## src/rtl/pls_pkg.sv

```systemverilog
`default_nettype none

package pls_pkg;

  localparam int unsigned DefCapacity = 16;
  localparam int unsigned OpW         = 3;
  localparam int unsigned ValueW      = 32;
  localparam int unsigned PosW        = 6;
  localparam int unsigned StatusW     = 2;
  localparam int unsigned LenW        = 5;

  typedef enum logic [OpW-1:0] {
    OP_INS_FRONT = 3'd0,
    OP_INS_END   = 3'd1,
    OP_INS_AT    = 3'd2,
    OP_DEL_FIRST = 3'd3,
    OP_DEL_END   = 3'd4,
    OP_DEL_AT    = 3'd5,
    OP_READ_AT   = 3'd6
  } op_e;

  typedef enum logic [StatusW-1:0] {
    ST_OK     = 2'd0,
    ST_EMPTY  = 2'd1,
    ST_BADPOS = 2'd2,
    ST_FULL   = 2'd3
  } status_e;

  typedef enum logic {
    S_IDLE,
    S_EXEC
  } state_e;

  // Controller to datapath commands.
  typedef struct packed {
    logic load;  // capture the request payload
    logic exec;  // run the operation and update the result register
  } ctl_cmd_t;

endpackage

`default_nettype wire

```

## src/rtl/pls_intf.sv

```systemverilog
`default_nettype none

interface pls_req_if;
  logic                              valid;
  logic                              ready;
  logic [pls_pkg::OpW-1:0]           opcode;
  logic signed [pls_pkg::ValueW-1:0] value;
  logic [pls_pkg::PosW-1:0]          position;

  modport source (output valid, output opcode, output value, output position, input ready);
  modport sink   (input valid, input opcode, input value, input position, output ready);
endinterface

interface pls_rsp_if;
  logic                              valid;
  logic                              ready;
  logic [pls_pkg::StatusW-1:0]       status;
  logic [pls_pkg::LenW-1:0]          length;
  logic signed [pls_pkg::ValueW-1:0] read_value;

  modport source (output valid, output status, output length, output read_value, input ready);
  modport sink   (input valid, input status, input length, input read_value, output ready);
endinterface

`default_nettype wire

```

## src/rtl/pls_ctrl.sv

```systemverilog
`default_nettype none

module pls_ctrl (
  input  wire logic              clk_i,
  input  wire logic              rst_ni,
  input  wire logic              req_valid_i,
  output logic                   req_ready_o,
  output logic                   rsp_valid_o,
  input  wire logic              rsp_ready_i,
  output pls_pkg::ctl_cmd_t      cmd_o
);

  pls_pkg::state_e state_q, state_d;
  logic            out_valid_q, out_valid_d;

  always_ff @(posedge clk_i or negedge rst_ni) begin
    if (!rst_ni) begin
      state_q     <= pls_pkg::S_IDLE;
      out_valid_q <= 1'b0;
    end else begin
      state_q     <= state_d;
      out_valid_q <= out_valid_d;
    end
  end

  always_comb begin
    state_d     = state_q;
    req_ready_o = 1'b0;
    cmd_o       = '0;
    // drop the result once it has been taken
    out_valid_d = out_valid_q && !rsp_ready_i;
    unique case (state_q)
      pls_pkg::S_IDLE: begin
        req_ready_o = 1'b1;
        if (req_valid_i) begin
          cmd_o.load = 1'b1;
          state_d    = pls_pkg::S_EXEC;
        end
      end
      pls_pkg::S_EXEC: begin
        // hold until the result register is free
        if (!out_valid_q || rsp_ready_i) begin
          cmd_o.exec  = 1'b1;
          out_valid_d = 1'b1;
          state_d     = pls_pkg::S_IDLE;
        end
      end
      default: state_d = pls_pkg::S_IDLE;
    endcase
  end

  assign rsp_valid_o = out_valid_q;

endmodule

`default_nettype wire

```

## src/rtl/pls_dpath.sv

```systemverilog
`default_nettype none

module pls_dpath #(
  parameter int unsigned CAPACITY = pls_pkg::DefCapacity
) (
  input  wire logic                              clk_i,
  input  wire logic                              rst_ni,
  input  wire pls_pkg::ctl_cmd_t                 cmd_i,
  input  wire logic [pls_pkg::OpW-1:0]           opcode_i,
  input  wire logic signed [pls_pkg::ValueW-1:0] value_i,
  input  wire logic [pls_pkg::PosW-1:0]          position_i,
  output logic [pls_pkg::StatusW-1:0]            status_o,
  output logic [pls_pkg::LenW-1:0]               length_o,
  output logic signed [pls_pkg::ValueW-1:0]      read_value_o
);

  localparam int unsigned CntW = $clog2(CAPACITY + 1);
  localparam int unsigned IdxW = $clog2(CAPACITY);
  localparam int unsigned CmpW = ((CntW > pls_pkg::PosW) ? CntW : pls_pkg::PosW) + 1;

  pls_pkg::op_e                      op_q;
  logic [pls_pkg::ValueW-1:0]        word_q;
  logic [pls_pkg::PosW-1:0]          pos_q;
  logic [CntW-1:0]                   count_q, count_d;
  logic [pls_pkg::ValueW-1:0]        cells_q [CAPACITY];
  logic [pls_pkg::ValueW-1:0]        cells_d [CAPACITY];
  pls_pkg::status_e                  res_status_q, status_d;
  logic [pls_pkg::LenW-1:0]          res_len_q;
  logic [pls_pkg::ValueW-1:0]        res_rd_q, rd_d;

  logic [CmpW-1:0] cnt_ext, pos_ext, idx;
  logic            do_ins, do_del, do_read;

  always_ff @(posedge clk_i) begin
    if (cmd_i.load) begin
      op_q   <= pls_pkg::op_e'(opcode_i);
      word_q <= value_i;
      pos_q  <= position_i;
    end
  end

  always_ff @(posedge clk_i or negedge rst_ni) begin
    if (!rst_ni) begin
      count_q <= '0;
    end else if (cmd_i.exec) begin
      count_q <= count_d;
    end
  end

  always_ff @(posedge clk_i) begin
    if (cmd_i.exec) begin
      res_status_q <= status_d;
      res_len_q    <= pls_pkg::LenW'(count_d);
      res_rd_q     <= rd_d;
    end
  end

  // Decode the operation: target index, status and which update to apply.
  always_comb begin
    cnt_ext  = CmpW'(count_q);
    pos_ext  = CmpW'(pos_q);
    idx      = '0;
    status_d = pls_pkg::ST_OK;
    do_ins   = 1'b0;
    do_del   = 1'b0;
    do_read  = 1'b0;
    unique case (op_q)
      pls_pkg::OP_INS_FRONT, pls_pkg::OP_INS_END, pls_pkg::OP_INS_AT: begin
        if (op_q == pls_pkg::OP_INS_END) begin
          idx = cnt_ext;
        end else if (op_q == pls_pkg::OP_INS_AT) begin
          idx = pos_ext - CmpW'(1);
        end
        // position check comes before the full check
        if (op_q == pls_pkg::OP_INS_AT && (pos_ext == '0 || pos_ext > cnt_ext + CmpW'(1))) begin
          status_d = pls_pkg::ST_BADPOS;
        end else if (count_q == CntW'(CAPACITY)) begin
          status_d = pls_pkg::ST_FULL;
        end else begin
          do_ins = 1'b1;
        end
      end
      pls_pkg::OP_DEL_FIRST, pls_pkg::OP_DEL_END, pls_pkg::OP_DEL_AT,
      pls_pkg::OP_READ_AT: begin
        if (op_q == pls_pkg::OP_DEL_END) begin
          idx = cnt_ext - CmpW'(1);
        end else if (op_q == pls_pkg::OP_DEL_AT || op_q == pls_pkg::OP_READ_AT) begin
          idx = pos_ext - CmpW'(1);
        end
        if (count_q == '0) begin
          status_d = pls_pkg::ST_EMPTY;
        end else if ((op_q == pls_pkg::OP_DEL_AT || op_q == pls_pkg::OP_READ_AT) &&
                     (pos_ext == '0 || pos_ext > cnt_ext)) begin
          status_d = pls_pkg::ST_BADPOS;
        end else if (op_q == pls_pkg::OP_READ_AT) begin
          do_read = 1'b1;
        end else begin
          do_del = 1'b1;
        end
      end
      default: status_d = pls_pkg::ST_BADPOS;
    endcase
  end

  assign rd_d = do_read ? cells_q[idx[IdxW-1:0]] : '0;

  always_comb begin
    count_d = count_q;
    if (do_ins) begin
      count_d = count_q + CntW'(1);
    end else if (do_del) begin
      count_d = count_q - CntW'(1);
    end
  end

  // Each cell either holds, takes the new word, or shifts from a neighbor.
  for (genvar i = 0; i < CAPACITY; i++) begin : g_cell
    logic [CmpW-1:0] pos_i;
    assign pos_i = CmpW'(i);

    if (i == 0) begin : g_first
      always_comb begin
        cells_d[i] = cells_q[i];
        if (do_ins && pos_i == idx) begin
          cells_d[i] = word_q;
        end else if (do_del && pos_i >= idx && pos_i + CmpW'(1) < cnt_ext) begin
          cells_d[i] = cells_q[i+1];
        end
      end
    end else if (i == CAPACITY - 1) begin : g_last
      always_comb begin
        cells_d[i] = cells_q[i];
        if (do_ins && pos_i == idx) begin
          cells_d[i] = word_q;
        end else if (do_ins && pos_i > idx && pos_i <= cnt_ext) begin
          cells_d[i] = cells_q[i-1];
        end
      end
    end else begin : g_mid
      always_comb begin
        cells_d[i] = cells_q[i];
        if (do_ins && pos_i == idx) begin
          cells_d[i] = word_q;
        end else if (do_ins && pos_i > idx && pos_i <= cnt_ext) begin
          cells_d[i] = cells_q[i-1];
        end else if (do_del && pos_i >= idx && pos_i + CmpW'(1) < cnt_ext) begin
          cells_d[i] = cells_q[i+1];
        end
      end
    end

    always_ff @(posedge clk_i) begin
      if (cmd_i.exec) begin
        cells_q[i] <= cells_d[i];
      end
    end
  end

  assign status_o     = res_status_q;
  assign length_o     = res_len_q;
  assign read_value_o = res_rd_q;

endmodule

`default_nettype wire

```

## src/rtl/positional_list_store.sv

```systemverilog
// Bounded ordered list of signed 32-bit words, held as a row of CAPACITY
// register cells with the front of the list in cell 0. Each request
// transfer carries an opcode (insert front/end/at position, delete
// first/end/at position, read at position), a word and a 1-based position,
// and yields exactly one response transfer with a status (ok, empty,
// invalid position, full), the length after the operation and, for a
// successful read, the word read (zero otherwise). Each item is captured,
// then executed with all cells shifting in parallel against the decoded
// index; execution waits while the previous result is still unaccepted.
// The next request is taken as soon as the result is written, even while
// that result still waits on the response side. Failed operations change
// nothing. The length field carries the low five bits of the count.
`default_nettype none

module positional_list_store #(
  parameter int unsigned CAPACITY = pls_pkg::DefCapacity
) (
  input  wire logic  clk_i,
  input  wire logic  rst_ni,
  pls_req_if.sink    req_i,
  pls_rsp_if.source  rsp_o
);

  pls_pkg::ctl_cmd_t cmd;

  // Handshake sequencing: capture, execute, present the result.
  pls_ctrl u_ctrl (
    .clk_i       (clk_i),
    .rst_ni      (rst_ni),
    .req_valid_i (req_i.valid),
    .req_ready_o (req_i.ready),
    .rsp_valid_o (rsp_o.valid),
    .rsp_ready_i (rsp_o.ready),
    .cmd_o       (cmd)
  );

  // Cell row, count and result register.
  pls_dpath #(
    .CAPACITY (CAPACITY)
  ) u_dpath (
    .clk_i        (clk_i),
    .rst_ni       (rst_ni),
    .cmd_i        (cmd),
    .opcode_i     (req_i.opcode),
    .value_i      (req_i.value),
    .position_i   (req_i.position),
    .status_o     (rsp_o.status),
    .length_o     (rsp_o.length),
    .read_value_o (rsp_o.read_value)
  );

endmodule

`default_nettype wire

```

## src/flat_wrapper.sv

```systemverilog
// flat-port wrapper written by rule: the top's interface ports become plain ports
module positional_list_store_flat 
#(
  parameter int unsigned CAPACITY = pls_pkg::DefCapacity
)
  (clk_i, rst_ni, req_i_valid, req_i_opcode, req_i_value, req_i_position, req_i_ready, rsp_o_valid, rsp_o_status, rsp_o_length, rsp_o_read_value, rsp_o_ready);
  pls_req_if req_i_i ();
  pls_rsp_if rsp_o_i ();
  input  wire logic clk_i;
  input  wire logic rst_ni;
  input wire logic [$bits(req_i_i.valid)-1:0] req_i_valid;
  input wire logic [$bits(req_i_i.opcode)-1:0] req_i_opcode;
  input wire logic [$bits(req_i_i.value)-1:0] req_i_value;
  input wire logic [$bits(req_i_i.position)-1:0] req_i_position;
  output wire logic [$bits(req_i_i.ready)-1:0] req_i_ready;
  output wire logic [$bits(rsp_o_i.valid)-1:0] rsp_o_valid;
  output wire logic [$bits(rsp_o_i.status)-1:0] rsp_o_status;
  output wire logic [$bits(rsp_o_i.length)-1:0] rsp_o_length;
  output wire logic [$bits(rsp_o_i.read_value)-1:0] rsp_o_read_value;
  input wire logic [$bits(rsp_o_i.ready)-1:0] rsp_o_ready;
  assign req_i_i.valid = req_i_valid;
  assign req_i_i.opcode = req_i_opcode;
  assign req_i_i.value = req_i_value;
  assign req_i_i.position = req_i_position;
  assign req_i_ready = req_i_i.ready;
  assign rsp_o_valid = rsp_o_i.valid;
  assign rsp_o_status = rsp_o_i.status;
  assign rsp_o_length = rsp_o_i.length;
  assign rsp_o_read_value = rsp_o_i.read_value;
  assign rsp_o_i.ready = rsp_o_ready;
  positional_list_store #(.CAPACITY(CAPACITY)) u_core (.clk_i(clk_i), .rst_ni(rst_ni), .req_i(req_i_i), .rsp_o(rsp_o_i));
endmodule
```

## config.mk

```make
export PLATFORM = sky130hd
export DESIGN_NAME = positional_list_store_flat
export DESIGN_NICKNAME = d
export VERILOG_FILES = /design/src/rtl/pls_pkg.sv /design/src/rtl/pls_intf.sv /design/src/rtl/pls_ctrl.sv /design/src/rtl/pls_dpath.sv /design/src/rtl/positional_list_store.sv /design/src/flat_wrapper.sv
export SDC_FILE = /design/constraint.sdc
export NUM_CORES = 1
export LEC_CHECK = 0
export BUFFER_PORTS_ARGS = -buffer_cell sky130_fd_sc_hd__buf_2
export CAP_MARGIN = 20
export CORE_MARGIN = 4
export CORE_UTILIZATION = 30
export CTS_BUF_LIST = sky130_fd_sc_hd__clkbuf_16
export DETAILED_ROUTE_END_ITERATION = 6
export SYNTH_ARGS = -nofsm -noshare
export SYNTH_HDL_FRONTEND = slang
export SYNTH_SLANG_ARGS = --single-unit
```

## constraint.sdc

```tcl
create_clock -name clk_i -period 11.2 [get_ports clk_i]
set_input_delay 0.56 -clock clk_i [delete_from_list [all_inputs] [get_ports clk_i]]
set_output_delay 0.56 -clock clk_i [all_outputs]
set_load 0.05 [all_outputs]
```

==> results of run 1 <==
## worst min path at each step
stage,from,to,slack [ns]
floorplan,rst_ni,u_core.u_ctrl.rsp_valid_o,0.26
global placement,rst_ni,u_core.u_ctrl.rsp_valid_o,0.41
detailed placement,rst_ni,u_core.u_ctrl.rsp_valid_o,0.41
CTS,req_i_opcode[0],u_core.u_dpath.op_q[0],0.06
global route,req_i_value[20],u_core.u_dpath.word_q[20],0.09
finish,req_i_value[20],u_core.u_dpath.word_q[20],0.1
## flip-flops by register name (all words and copies together), names as in the netlist
register and cells:
u_core.u_dpath.count_q 5, u_core.u_dpath.read_value_o 32, u_core.u_dpath.word_q 32, u_core.u_dpath.op_q 3
u_core.u_dpath.length_o 5, u_core.u_ctrl.rsp_valid_o 1, u_core.u_dpath.status_o 2, u_core.u_dpath.pos_q 6
u_core.u_dpath.cells_q 512, u_core.u_ctrl.state_q 1
## layout by cell type (no fill, tap or decap), types with 5 or more instances in the layout
cell       count
buf_2         85
nand4_1        6
inv_1         32
o21ai_0       72
ha_1          17
o22ai_1      131
clkinv_1      23
and3_1        41
a21o_1         5
buf_4         76
a22oi_1       65
and2_1        35
nor3_1         7
a221o_1       33
nand3b_1      33
o2bb2ai_1     32
mux2_2        64
buf_16         5
a21oi_4        7
nor2_4         5
a21oi_1      174
nand3_1       79
nor2b_1        6
nand3_2       10
edfxtp_1     592
nor2_1       313
clkbuf_16     73
o221ai_1      64
mux2i_1      129
a31oi_4        6
o21ai_1       16
a2bb2oi_1     33
o22a_1        65
dfrtp_1        7
nand2_1      774
clkinv_2       6
a31oi_1      199
xnor2_1       13
## power by group through the flow
stage	logic, mW	registers, mW	clock network, mW
after global placement	3.69	3.43	0
after global routing	4.09	3.44	2.29
after detailed placement	3.75	3.43	0
after CTS	3.76	3.39	2.20
final	3.87	3.40	2.16
after floorplan	2.36	3.43	0
## cells by family (layout without fill, tap and decap cells)
| group | after synthesis | count (layout) | synth area share |
|---|---|---|---|
| flip-flops | 599 | 599 | 0.532 |
| buffers and inverters | 344 | 310 | 0.0423 |
| adder cells (fa/ha/maj) | 18 | 18 | 0.00660 |
| XOR/XNOR | 14 | 14 | 0.00363 |
| multiplexers | 193 | 193 | 0.0596 |
| AO/OA/AOI/OAI | 933 | 933 | 0.186 |
| AND/OR/NAND/NOR | 1353 | 1353 | 0.170 |
## per-stage QoR
stage          setup slack (ns)   util  instance area, sq um
3_3_place_gp               4.82  0.321                 35600
4_1_cts                    4.72  0.340                 37800
6_report                   4.51  0.341                 37900
5_1_grt                    4.36  0.341                 37900
3_5_place_dp               4.71  0.321                 35700
2_1_floorplan              5.53      -                 33700
## worst register-to-register path, stage by stage, from the launching register on
cell and delay, ns:
dfrtp_1 0.63, inv_1 0.29, nor2_1 0.39, nand2_1 0.18, xnor2_1 0.18, ha_1 0.31
and3_1 0.19, o21ai_0 0.32, a31o_2 0.26, and4_1 0.81, nand2_1 0.91, buf_4 0.55
a31oi_4 0.83, buf_4 0.49
## what timing repair did
action	CTS	global route
hold buffers	1	0
endpoints found under the hold margin	7	0
buffers inserted	0	0
## layout make-up
class / count / area share
tap: 1488 / 0.0492
timing repair buffer: 168 / 0.0307
multi-input combinational: 2511 / 0.390
clock buffer: 73 / 0.0482
clock inverter: 55 / 0.00700
inverter: 14 / 0.00139
sequential: 599 / 0.474
## metal layers
metal  GRT usage  vias up  wire length [microns]
li1            -    12700                      -
met1       0.285    14400                  52500
met2       0.329     1839                  58300
met3      0.0403      276                  12600
met4      0.0823        4                   4340
met5           0        -                     27
==> impl_metrics.env, run 1 <==
export IMPL_grt_setup_unrepaired="false"
export IMPL_post_cts_resized=0
export IMPL_internal_power_mw=5.38
export IMPL_drcViolationCount=2
export IMPL_first_pass_iters=7
export IMPL_holdPathStages=1
export IMPL_endpoint_kind="flop"
export IMPL_yosysSeqAreaShare=0.532
export IMPL_io_buffers=85
export IMPL_switching_share=0.430
export IMPL_pwr_share_comb=0.410
export IMPL_hpwl_microns=74000
export IMPL_critPathKind="flop to flop"
export IMPL_synth_top_area_cell="edfxtp_1"
export IMPL_cts_tree="built"
export IMPL_p_clk_frac=0.229
export IMPL_slew_headroom=0.200
export IMPL_grt_total_usage=0.209
export IMPL_synthArstFlopShare=0.0117
export IMPL_ys_warn_count=0
export IMPL_finalSetupViolCount=0
export IMPL_ir_worst_vdd_uv=165
export IMPL_grt_pass1_vias=27700
export IMPL_crit_chain="inv_1, nor2_1, nand2_1, xnor2_1, ha_1, and3_1, o21ai_0, a31o_2, and4_1, nand2_1, buf_4, a31oi_4, buf_4"
export IMPL_synth_top_area_share=0.527
export IMPL_hold_viol_final=0
export IMPL_cts_sink_count=599
export IMPL_worstPathArrival_ns=6.97
export IMPL_finalWirelength_microns=128000
export IMPL_power_leakage_nw=13.5
export IMPL_gp_congestion=0.897
export IMPL_r2r_start="u_core.u_dpath.count_q[0]"
export IMPL_antenna_left=0
export IMPL_wl_per_cell_microns=26.1
export IMPL_min_period_ns=6.69
export IMPL_powerDensity_nw_per_um2=249
export IMPL_vias=29200
export IMPL_drive_above_1_share=0.113
export IMPL_regArea_sq_um=18000
export IMPL_hold_class="input port to flop"
export IMPL_worst_path_buf_inv=3
export IMPL_drt_initial_drc_count=4036
export IMPL_synth_seq_cells=599
export IMPL_start_util=0.304
export IMPL_switching_power_mw=4.05
export IMPL_via_per_inst=5.95
export IMPL_synth_edff_count=592
export IMPL_antenna_found_initial=3
export IMPL_cts_max_level=3
export IMPL_synth_ff_type="edfxtp_1"
export IMPL_pwr_share_seq=0.361
export IMPL_tightest_slew_ns=1.20
export IMPL_synth_commonest_cells="778 x nand2_1, 592 x edfxtp_1, 319 x nor2_1, 205 x a31oi_1, 200 x clkbuf_1"
export IMPL_grt_max_degree=139
export IMPL_die_x_microns=343
export IMPL_core_area_sq_um=111000
export IMPL_worst_r2r_path_depth=13
export IMPL_fillers=11300
export IMPL_synthesis_nets=3516
export IMPL_finalNonFillerCells=4908
export IMPL_r2r_end="u_core.u_dpath.cells_q[2][31]"
export IMPL_cp_depth=13
export IMPL_fin_skew_ns=0.0267
export IMPL_dpl_cell_count=4775
export IMPL_yosysMostFrequentCell="nand2_1"
export IMPL_fp_dieH_microns=343
export IMPL_dieArea_sq_um=118000
export IMPL_path_delay_family="simple AND/OR/NAND/NOR gates"
export IMPL_clk_insertion_delay_late_ns=0.64
export IMPL_synth_cell_types=72
export IMPL_status="complete, but fails checks"
export IMPL_max_freq_mhz=149
export IMPL_start_kind="flop"
export IMPL_violations="design-rule violations"
export IMPL_cap_viol_max_count=0
export IMPL_yosys_top_cells_area="edfxtp_1 53%, nand2_1 8.7%, mux2i_1 3.8%"
export IMPL_crit_start="u_core.u_dpath.count_q[0]"
export IMPL_total_power_mw=9.43
export IMPL_endpoint="u_core.u_dpath.cells_q[2][31]"
export IMPL_cp_slowest_cell="nand2_1"
export IMPL_rows=122
export IMPL_synthCells=3454
export IMPL_syn2layout_area_growth_pct=12.3
export IMPL_grt_pass1_wl_microns=187000
export IMPL_avgSynthCellArea_sq_um=9.77
export IMPL_overflow=0
export IMPL_cp_slowest_stage_delay_ns=0.91
export IMPL_maxSlewViolCount=0
export IMPL_antenna_cells=0
export IMPL_fin_crit_sh=0.598
export IMPL_cts_buffers=71
export IMPL_syn_cell_area_sq_um=33700
export IMPL_required_ns=11.48
export IMPL_clkSlewWorstSetupHoldPaths_ns=0.06
export IMPL_fin_setup_tns_ns=0
export IMPL_hold_ws_ns=0.0982
export IMPL_crit_fanout=21
export IMPL_cts_buffer_depth=3
export IMPL_layout_nets=3427
export IMPL_multi_input_area_sq_um=14800
export IMPL_r2r_slack_ns=4.51
export IMPL_cts_root_buf="clkbuf_16"
export IMPL_io_pins=86
(Power assumes the default switching activity.)
==> inputs of run 2 (changes only) <==
Clock period 11.2 ns to 6.25 ns, I/O delays scaled along.
==> impl_metrics.env, run 2 (synthesis gave the netlist of run 1 again) <==
export IMPL_core_area_sq_um=111000
export IMPL_powerDensity_nw_per_um2=445
export IMPL_hold_ws_ns=0.369
export IMPL_dieArea_sq_um=118000
export IMPL_finalWirelength_microns=127000
export IMPL_cts_buffers=72
export IMPL_drt_initial_drc_count=3724
export IMPL_start_util=0.304
export IMPL_die_x_microns=343
export IMPL_status="completed"
export IMPL_gp_congestion=0.906
export IMPL_r2r_end="u_core.u_dpath.cells_q[0][17]"
export IMPL_largest_register_ffs=512
export IMPL_r2r_slack_ns=0.99
export IMPL_cp_common_cell="buf_4"
export IMPL_fin_util=0.348
export IMPL_cts_root_buf="clkbuf_16"
export IMPL_grt_total_usage=0.208
export IMPL_required_ns=6.62
export IMPL_post_cts_setup_buffers=0
export IMPL_overflow=0
export IMPL_ir_worst_vdd_uv=272
export IMPL_finalNonFillerCells=4968
export IMPL_io_pins=86
export IMPL_grt_setup_unrepaired="false"
export IMPL_io_buffers=85
export IMPL_dpl_cell_count=4795
export IMPL_cts_max_level=3
export IMPL_via_per_inst=5.89
export IMPL_crit_chain="inv_1, nor2_1, nand2_1, xnor2_1, ha_1, nand4_1, o21bai_1, a31o_2, nand4_1, buf_4, nor2_4, buf_4, nand2_2, buf_4, mux2_2"
export IMPL_fp_dieH_microns=343
export IMPL_total_power_mw=17.2
export IMPL_syn2layout_area_growth_pct=14.6
export IMPL_regArea_sq_um=18000
export IMPL_critPathKind="flop to flop"
export IMPL_grt_max_degree=99
export IMPL_worstPathArrival_ns=5.63
export IMPL_fin_skew_ns=0.0381
export IMPL_tightest_slew_ns=1.08
export IMPL_clkSlewWorstSetupHoldPaths_ns=0.06
export IMPL_worst_r2r_path_depth=15
export IMPL_cts_tree="built"
export IMPL_power_leakage_nw=13.8
export IMPL_rows=122
export IMPL_cts_sink_count=599
export IMPL_finalSetupViolCount=0
export IMPL_cp_slowest_cell="dfrtp_1"
export IMPL_grt_pass1_vias=27800
export IMPL_final_common_cell="nand2_1"
export IMPL_hold_class="input port to flop"
export IMPL_maxSlewViolCount=0
export IMPL_fillers=11200
export IMPL_slew_headroom=0.275
export IMPL_holdPathEnd="u_core.u_dpath.pos_q[5]"
export IMPL_r2r_start="u_core.u_dpath.count_q[2]"
export IMPL_final_cell_mix="774 x nand2_1, 592 x edfxtp_1, 313 x nor2_1, 199 x a31oi_1, 174 x a21oi_1"
export IMPL_multi_input_area_sq_um=14800
export IMPL_vias=29200
export IMPL_antenna_cells=0
export IMPL_grt_pass1_wl_microns=186000
export IMPL_hold_viol_final=0
export IMPL_worstHoldStart="req_i_position[5]"
export IMPL_antenna_left=0
export IMPL_wl_per_cell_microns=25.5
export IMPL_antenna_found_initial=0
export IMPL_endpoint_kind="flop"
export IMPL_top_register="u_core.u_dpath.cells_q"
export IMPL_first_pass_iters=5
export IMPL_clk_insertion_delay_late_ns=0.65
export IMPL_cp_slowest_stage_delay_ns=0.70
export IMPL_drive_above_1_share=0.121
export IMPL_start_kind="flop"
export IMPL_holdPathStages=2
export IMPL_cap_viol_max_count=0
export IMPL_drcViolationCount=0
export IMPL_fin_setup_tns_ns=0
export IMPL_cts_buffer_depth=3
export IMPL_layout_nets=3489
export IMPL_crit_fanout=41
export IMPL_fin_crit_sh=0.842
export IMPL_hpwl_microns=75700
export IMPL_max_freq_mhz=190
export IMPL_min_period_ns=5.26
run 2: cell count changes in the layout (fill, tap and decap cells not counted), sizes merged:
cell,delta
dlygate4sd3,+44
buf,+17
inv,-7
bufinv,+5
clkinvlp,+3
clkbuf,-1
clkinv,-1
run 2: per-stage QoR:
stage | setup WS, ns | cell area [sq um]
floorplan | 0.583 | 33700
global placement | 1.27 | 35900
detailed placement | 1.16 | 35900
CTS | 1.11 | 38700
global route | 0.746 | 38700
finish | 0.989 | 38700
run 2: power by group:
group | total [mW] | switching [mW] | internal, mW
combinational | 6.96 | 4.87 | 2.08
clock | 4.18 | 1.81 | 2.37
sequential | 6.07 | 0.636 | 5.43
run 2: worst max path at each step:
stage                              startpoint  cells after the start  slack, ns                       endpoint
CTS                 u_core.u_dpath.count_q[3]                     15       1.11  u_core.u_dpath.cells_q[0][17]
finish              u_core.u_dpath.count_q[2]                     15       0.99  u_core.u_dpath.cells_q[0][17]
global route        u_core.u_dpath.count_q[2]                     12       0.75   u_core.u_dpath.cells_q[2][4]
detailed placement  u_core.u_dpath.count_q[3]                     15       1.16  u_core.u_dpath.cells_q[0][14]
floorplan           u_core.u_dpath.count_q[0]                     14       0.58   u_core.u_dpath.cells_q[4][0]
global placement    u_core.u_dpath.count_q[2]                     12       1.27   u_core.u_dpath.cells_q[2][7]
run 2: cell type report:
class,count,area share
sequential,599,0.464
multi-input combinational,2511,0.381
tap,1488,0.0481
clock buffer,72,0.0466
timing repair buffer,229,0.0452
clock inverter,55,0.0132
inverter,14,0.00136
run 2: repair_timing:
| action | in CTS | in global routing |
|---|---|---|
| gates resized for setup | 0 | 0 |
| endpoints found under the hold margin | 50 | 0 |
| hold buffers | 45 | 0 |
run 2: metal layers:
layer,part of all wire,vias to the layer above,global-route usage
li1,-,12800,-
met4,0.046,0,0.0921
met1,0.41,14300,0.279
met3,0.096,323,0.0406
met2,0.45,1764,0.327
met5,0,-,0
run 2: worst max-delay path, delay by kind of cell, from the launching register on:
| kind | cells | cell delay, ns |
|---|---|---|
| xor+xnor | 1 | 0.17 |
| compound gates | 2 | 0.49 |
| fa+ha+maj | 1 | 0.33 |
| flops | 1 | 0.70 |
| buf+inv | 4 | 1.49 |
| mux | 1 | 0.37 |
| simple gates | 6 | 1.39 |
